**config.mk**
```make
export PLATFORM = sky130hd
export DESIGN_NAME = mtps_depth_unit
export DESIGN_NICKNAME = d
export VERILOG_FILES = /design/src/rtl/mtps_pkg.sv /design/src/rtl/mtps_depth_unit.sv
export SDC_FILE = /design/constraint.sdc
export NUM_CORES = 2
export LEC_CHECK = 0
export BUFFER_PORTS_ARGS = -buffer_cell sky130_fd_sc_hd__buf_2
export CELL_PAD_IN_SITES_DETAIL_PLACEMENT = 2
export CELL_PAD_IN_SITES_GLOBAL_PLACEMENT = 2
export CORE_MARGIN = 2
export CORE_UTILIZATION = 40
export DETAILED_ROUTE_END_ITERATION = 10
export HOLD_SLACK_MARGIN = 0.03
export PLACE_DENSITY_LB_ADDON = 0.2
export SYNTH_ARGS = -nofsm -noshare
export SYNTH_HDL_FRONTEND = slang
export SYNTH_SLANG_ARGS = --single-unit
```
**constraint.sdc**
```tcl
create_clock -name clk -period 15.4 [get_ports clk]
set_input_delay 2.31 -clock clk [delete_from_list [all_inputs] [get_ports clk]]
set_output_delay 2.31 -clock clk [all_outputs]
set_load 0.01 [all_outputs]
```
**src/rtl/mtps_pkg.sv**
```systemverilog
// Shared types and constants for the supersampled triangle pixel shader.
// Used by mtps_depth_unit and msaa_triangle_pixel_shader_core; no dependencies.
package mtps_pkg;

    localparam int SCREEN_WIDTH      = 256;
    localparam int SCREEN_HEIGHT     = 256;
    localparam int SAMPLES_PER_PIXEL = 4;

    localparam logic [23:0] FAR_DEPTH = 24'hFF_FFFF;

    // One stored sample: colour (red low) above depth.
    localparam int SAMPLE_W = 48;
    localparam int WORD_W   = SAMPLE_W * SAMPLES_PER_PIXEL;

    typedef enum logic [1:0] {
        OP_LOAD  = 2'd0,
        OP_SHADE = 2'd1,
        OP_CLEAR = 2'd2,
        OP_NONE  = 2'd3
    } op_t;

    typedef struct packed {
        logic [1:0]         opcode;
        logic [1:0]         vertex_slot;
        logic signed [15:0] vertex_x;
        logic signed [15:0] vertex_y;
        logic [23:0]        vertex_depth;
        logic [7:0]         red;
        logic [7:0]         green;
        logic [7:0]         blue;
        logic [7:0]         pixel_x;
        logic [7:0]         pixel_y;
    } in_item_t;

    typedef struct packed {
        logic        written;
        logic [15:0] frame_address;
        logic [7:0]  out_red;
        logic [7:0]  out_green;
        logic [7:0]  out_blue;
    } out_item_t;

    // Current triangle geometry handed to the depth unit.
    typedef struct packed {
        logic [2:0][15:0] vx;
        logic [2:0][15:0] vy;
        logic [2:0][23:0] vz;
    } geom_t;

    typedef struct packed {
        logic        done;
        logic        ok;
        logic [23:0] z;
    } depth_res_t;

    typedef enum logic [2:0] {
        DU_IDLE,
        DU_EDGE,
        DU_CHECK,
        DU_WEIGHT,
        DU_DIVIDE,
        DU_DONE
    } du_state_t;

    typedef enum logic [3:0] {
        ST_INIT,
        ST_IDLE,
        ST_DISPATCH,
        ST_READ,
        ST_LATCH,
        ST_SAMPLE,
        ST_WAIT,
        ST_WRITE,
        ST_FINISH
    } core_state_t;

endpackage

```
**src/rtl/mtps_depth_unit.sv**
```systemverilog
// Coverage test and barycentric depth for one sample point, on one shared
// multiplier and a bit-serial divider. Depends on mtps_pkg.
module mtps_depth_unit (
    input  logic                  clk,
    input  logic                  rst_n,
    input  logic                  start,
    input  mtps_pkg::geom_t       geom,
    input  logic signed [13:0]    point_x,
    input  logic signed [13:0]    point_y,
    output mtps_pkg::depth_res_t  res
);

    mtps_pkg::du_state_t state_reg, state_next;
    logic [4:0]               step_reg, step_next;
    logic signed [36:0]       edge_reg [3];
    logic signed [36:0]       edge_next [3];
    logic [35:0]              weight_reg [3];
    logic [35:0]              weight_next [3];
    logic [36:0]              den_reg, den_next;
    logic [60:0]              num_reg, num_next;
    logic [36:0]              rem_reg, rem_next;
    logic [23:0]              low_reg, low_next;
    logic [23:0]              quo_reg, quo_next;
    logic                     ok_reg, ok_next;

    logic signed [43:0]       prod_reg;
    logic                     pvalid_reg;
    logic [1:0]               pdst_reg;
    logic                     psub_reg;
    logic                     pnum_reg;
    logic                     phi_reg;

    logic                     issue;
    logic signed [18:0]       op_a;
    logic signed [24:0]       op_b;
    logic [1:0]               sel;
    logic [1:0]               va;
    logic [1:0]               vb;
    logic signed [16:0]       dx;
    logic signed [16:0]       dy;
    logic signed [16:0]       qx;
    logic signed [16:0]       qy;
    logic signed [36:0]       esum;
    logic                     all_pos;
    logic                     all_neg;
    logic [37:0]              trial;
    logic [37:0]              trial_diff;

    always_comb
    begin
        state_next = state_reg;
        unique case (state_reg)
            mtps_pkg::DU_IDLE:
                if (start) state_next = mtps_pkg::DU_EDGE;
            mtps_pkg::DU_EDGE:
                if (step_reg == 5'd6) state_next = mtps_pkg::DU_CHECK;
            mtps_pkg::DU_CHECK:
                if (!(all_pos || all_neg) || esum == '0) state_next = mtps_pkg::DU_DONE;
                else state_next = mtps_pkg::DU_WEIGHT;
            mtps_pkg::DU_WEIGHT:
                if (step_reg == 5'd7) state_next = mtps_pkg::DU_DIVIDE;
            mtps_pkg::DU_DIVIDE:
                if (step_reg == 5'd23) state_next = mtps_pkg::DU_DONE;
            mtps_pkg::DU_DONE:
                state_next = mtps_pkg::DU_IDLE;
            default:
                state_next = mtps_pkg::DU_IDLE;
        endcase
    end

    // Operand selection for the shared multiplier. Edge i runs from vertex
    // i+1 to vertex i+2, so its weight pairs with the depth of vertex i.
    always_comb
    begin
        sel = step_reg[2:1];
        unique case (sel)
            2'd0:    begin va = 2'd1; vb = 2'd2; end
            2'd1:    begin va = 2'd2; vb = 2'd0; end
            default: begin va = 2'd0; vb = 2'd1; end
        endcase
        dx = 17'(signed'(geom.vx[vb])) - 17'(signed'(geom.vx[va]));
        dy = 17'(signed'(geom.vy[vb])) - 17'(signed'(geom.vy[va]));
        qx = 17'(point_x) - 17'(signed'(geom.vx[va]));
        qy = 17'(point_y) - 17'(signed'(geom.vy[va]));
        issue = 1'b0;
        op_a = '0;
        op_b = '0;
        if (state_reg == mtps_pkg::DU_EDGE && step_reg < 5'd6)
        begin
            issue = 1'b1;
            op_a  = step_reg[0] ? 19'(dy) : 19'(dx);
            op_b  = step_reg[0] ? 25'(qx) : 25'(qy);
        end
        else if (state_reg == mtps_pkg::DU_WEIGHT && step_reg < 5'd6)
        begin
            issue = 1'b1;
            op_a  = step_reg[0] ? signed'({1'b0, weight_reg[sel][35:18]})
                                : signed'({1'b0, weight_reg[sel][17:0]});
            op_b  = signed'({1'b0, geom.vz[sel]});
        end
    end

    always_comb
    begin
        esum    = edge_reg[0] + edge_reg[1] + edge_reg[2];
        all_pos = !edge_reg[0][36] && !edge_reg[1][36] && !edge_reg[2][36];
        all_neg = (edge_reg[0][36] || edge_reg[0] == '0)
               && (edge_reg[1][36] || edge_reg[1] == '0)
               && (edge_reg[2][36] || edge_reg[2] == '0);
        trial      = {rem_reg, low_reg[23]};
        trial_diff = trial - {1'b0, den_reg};

        step_next = step_reg + 5'd1;
        for (int i = 0; i < 3; i++)
        begin
            edge_next[i]   = edge_reg[i];
            weight_next[i] = weight_reg[i];
        end
        den_next = den_reg;
        num_next = num_reg;
        rem_next = rem_reg;
        low_next = low_reg;
        quo_next = quo_reg;
        ok_next  = ok_reg;

        if (pvalid_reg)
        begin
            if (pnum_reg)
                num_next = num_reg + (phi_reg ? (61'(prod_reg) << 18) : 61'(prod_reg));
            else
                edge_next[pdst_reg] = edge_reg[pdst_reg]
                    + (psub_reg ? -37'(prod_reg) : 37'(prod_reg));
        end

        unique case (state_reg)
            mtps_pkg::DU_IDLE:
            begin
                step_next = '0;
                for (int i = 0; i < 3; i++) edge_next[i] = '0;
                num_next = '0;
                ok_next  = 1'b0;
            end
            mtps_pkg::DU_CHECK:
            begin
                step_next = '0;
                ok_next   = (all_pos || all_neg) && esum != '0;
                for (int i = 0; i < 3; i++)
                    weight_next[i] = esum[36] ? 36'(-edge_reg[i]) : 36'(edge_reg[i]);
                den_next = esum[36] ? 37'(-esum) : 37'(esum);
            end
            mtps_pkg::DU_WEIGHT:
            begin
                if (step_reg == 5'd7)
                begin
                    step_next = '0;
                    rem_next  = num_reg[60:24];
                    low_next  = num_reg[23:0];
                end
            end
            mtps_pkg::DU_DIVIDE:
            begin
                low_next = {low_reg[22:0], 1'b0};
                if (!trial_diff[37])
                begin
                    rem_next = trial_diff[36:0];
                    quo_next = {quo_reg[22:0], 1'b1};
                end
                else
                begin
                    rem_next = trial[36:0];
                    quo_next = {quo_reg[22:0], 1'b0};
                end
            end
            default:
            begin
            end
        endcase
    end

    always_comb
    begin
        res.done = (state_reg == mtps_pkg::DU_DONE);
        res.ok   = ok_reg;
        res.z    = quo_reg;
    end

    always_ff @(posedge clk or negedge rst_n)
    begin
        if (!rst_n)
        begin
            state_reg  <= mtps_pkg::DU_IDLE;
            step_reg   <= '0;
            pvalid_reg <= 1'b0;
            ok_reg     <= 1'b0;
        end
        else
        begin
            state_reg  <= state_next;
            step_reg   <= step_next;
            pvalid_reg <= issue;
            ok_reg     <= ok_next;
        end
    end

    always_ff @(posedge clk)
    begin
        prod_reg <= op_a * op_b;
        pdst_reg <= sel;
        psub_reg <= step_reg[0];
        pnum_reg <= (state_reg == mtps_pkg::DU_WEIGHT);
        phi_reg  <= step_reg[0];
        for (int i = 0; i < 3; i++)
        begin
            edge_reg[i]   <= edge_next[i];
            weight_reg[i] <= weight_next[i];
        end
        den_reg <= den_next;
        num_reg <= num_next;
        rem_reg <= rem_next;
        low_reg <= low_next;
        quo_reg <= quo_next;
    end

endmodule

```
==> flow_summary.json <==
{
  "outcome": "finished, final reports clean",
  "ff2ff_setup_slack_ns": 2.91,
  "synth_top_area_cell": "fa_1",
  "finalMaxSlewViolations": 0,
  "drtIter0Drc": 3015,
  "grt_max_degree": 92,
  "syn_avg_cell_area_um2": 8.62,
  "pin_count": 225,
  "avgRoutedWirePerCell_um": 26.7,
  "die_h_um": 369,
  "cp_top_family": "compound AO/OA/AOI/OAI gates",
  "cts_inserted_buffers": 51,
  "ys_seq_area_share_pct": 21.7,
  "fin_nets": 7327,
  "drc": 0,
  "die-area_mm2": 0.136,
  "synthDistinctLibCells": 98,
  "num_vias": 47000,
  "yosysMostFrequentCell": "nand2_1",
  "synth_cells": 6186,
  "synth_warnings": 0,
  "cts-root-buf": "clkbuf_16",
  "cp_num_buf_inv": 4,
  "clk_latency_ns": 0.66,
  "drive_above_1_share_pct": 8.30,
  "synth_nets": 7257,
  "rsz0062_at_grt": "false",
  "tns_ns": 0,
  "grt_pass1_vias": 52500,
  "synth-seq-cells": 460,
  "fmax_mhz": 75.3,
  "setup.worst_path.start_class": "input port",
  "area_growth_pct": 8.75,
  "final.fill_count": 14700,
  "critical_path.max_stage_delay_ns": 0.95,
  "setup_ws_ns": 2.13,
  "drtAntennaViolNets": 0,
  "grt_overflow": 0,
  "drt_pre_antenna_iters": 5,
  "fin_crit_ns": 13.27,
  "gr-usage-all-layers_pct": 31.6,
  "slowest_stage": "o311ai_0",
  "routabilityCongestion": 0.894,
  "synth_area_leaders": "fa_1 19%, edfxtp_1 13%, ha_1 8.4%",
  "hp-class": "reg -> reg",
  "skew_ns": 0.0385,
  "drv_cap": 0,
  "cts_sinks": 460,
  "postLayoutCoreUtil_pct": 43.9,
  "cts_resized": 0,
  "antenna_found_initial": 5,
  "routed_wl_um": 215000,
  "dp_slack_ns": 1.87,
  "htreeDepth": 2,
  "period_share_pct": 86.2,
  "synthFlopType": "edfxtp_1",
  "cp.depth": 35,
  "die_w_um": 369,
  "async_flop_share_pct": 2.17,
  "reg2reg_depth": 37,
  "core-area_mm2": 0.132,
  "viasPerCell": 5.84,
  "clockBufferDepth": 3,
  "cts_tree": "built",
  "core.rowCount": 133,
  "synth_top_area_share_pct": 19.3,
  "required_ns": 15.93,
  "place.port_buffers": 224,
  "synth-edff-count": 230,
  "relSlewSlack_pct": 23.9,
  "synthTopCellsByCount": "928 x nand2_1, 625 x inv_1, 515 x fa_1, 442 x a21oi_1, 371 x nor2_1",
  "hold_path_depth": 0,
  "crit_path_max_fanout": 15,
  "dp_hpwl_um": 171000,
  "cts.hold.buffers_added": 0,
  "largest_reg_flops": 111,
  "finalHoldViolCount": 0,
  "netlist_area_mm2": 0.0533,
  "whs_ns": 0.452,
  "clk_pin_slew_ns": 0.06,
  "cp-end-kind": "register",
  "setup-violations-final": 0,
  "worstPathArrival_ns": 13.80,
  "worstMarginPinSlew_ns": 1.14,
  "post_cts_buffers": 0,
  "grt_pass1_wl_um": 330000,
  "crit_path_frequent_cell": "fa_1",
  "path_class": "in -> reg",
  "start_util_pct": 40.4
}
-- worst reg2reg max path, delay by kind of cell, from the launching register on --
family	cells	cell delay [ns]
adder cells (fa/ha/maj)	9	4.15
AO/OA/AOI/OAI	17	5.51
flip-flops	1	0.65
AND/OR/NAND/NOR	4	0.74
XOR/XNOR	2	0.30
buffers and inverters	5	1.05
-- layout by cell type, fill, tap and decap left out, types with 34 or more instances in the layout --
cell,n
xnor2_1,299
nand3_1,103
nand2b_1,57
o31ai_1,55
nand2_1,927
and3_1,44
nor3_1,96
xor2_1,96
buf_4,70
fa_1,515
clkbuf_16,51
nor2b_1,74
o21ai_0,335
ha_1,357
mux2i_1,182
a21oi_1,440
edfxtp_1,230
a211oi_1,40
o211ai_1,34
nor2_1,370
o21a_1,56
mux2_2,52
dfxtp_1,217
inv_1,625
a21o_1,122
and2_1,81
buf_2,224
-- metrics by stage --
| stage | cells | cell area, µm² |
|---|---|---|
| final | 8056 | 58000 |
| after global routing | 8056 | 58000 |
| after CTS | 8053 | 58000 |
| after detailed placement | 7957 | 56300 |
| after global placement | 7957 | 56300 |
| after floorplan | 6186 | 53300 |
-- path summary, 6_finish.rpt --
path                                endpoint        start
worst max-delay path            prod_reg[41]    geom[105]
worst min-delay path             quo_reg[22]  quo_reg[21]
worst max register to register  prod_reg[41]  step_reg[1]
worst min register to register   quo_reg[22]  quo_reg[21]
max in group asynchronous        step_reg[2]        rst_n
min in group asynchronous        step_reg[4]        rst_n
-- metal layers --
metal	vias up	GRT usage, %	part of all wire [%]
li1	21200	-	-
met1	24400	40.0	42
met3	362	2.65	4.0
met2	1069	55.1	49
met4	0	13.4	4.9
met5	-	0	0
-- kinds of logic (layout without fill, tap and decap cells) --
kind of cell | after synthesis | after routing | share of synthesized area, %
other | 0 | 2 | 0
muxes | 245 | 245 | 4.98
DFF | 460 | 460 | 21.7
AOI/OAI and AO/OA | 1352 | 1352 | 15.8
xor gates and xnor gates | 398 | 398 | 6.55
and+or+nand+nor | 1952 | 1952 | 16.8
adders and majority gates | 873 | 873 | 27.7
buffers and inverters | 906 | 1019 | 6.42
-- layout make-up --
class,count,area [µm²],share of cell area (%)
Multi-Input combinational cell,4820,38500,66.4
Sequential cell,460,11600,20.0
Inverter,628,2360,4.07
Tap cell,1755,2200,3.79
Timing Repair Buffer,295,1660,2.87
Clock buffer,67,1400,2.41
Clock inverter,29,297,0.511
Antenna cell,2,5.00,0.00863
Power is not shown: default switching activity piles up to over one toggle a cycle in this logic, so the estimate is an artifact.
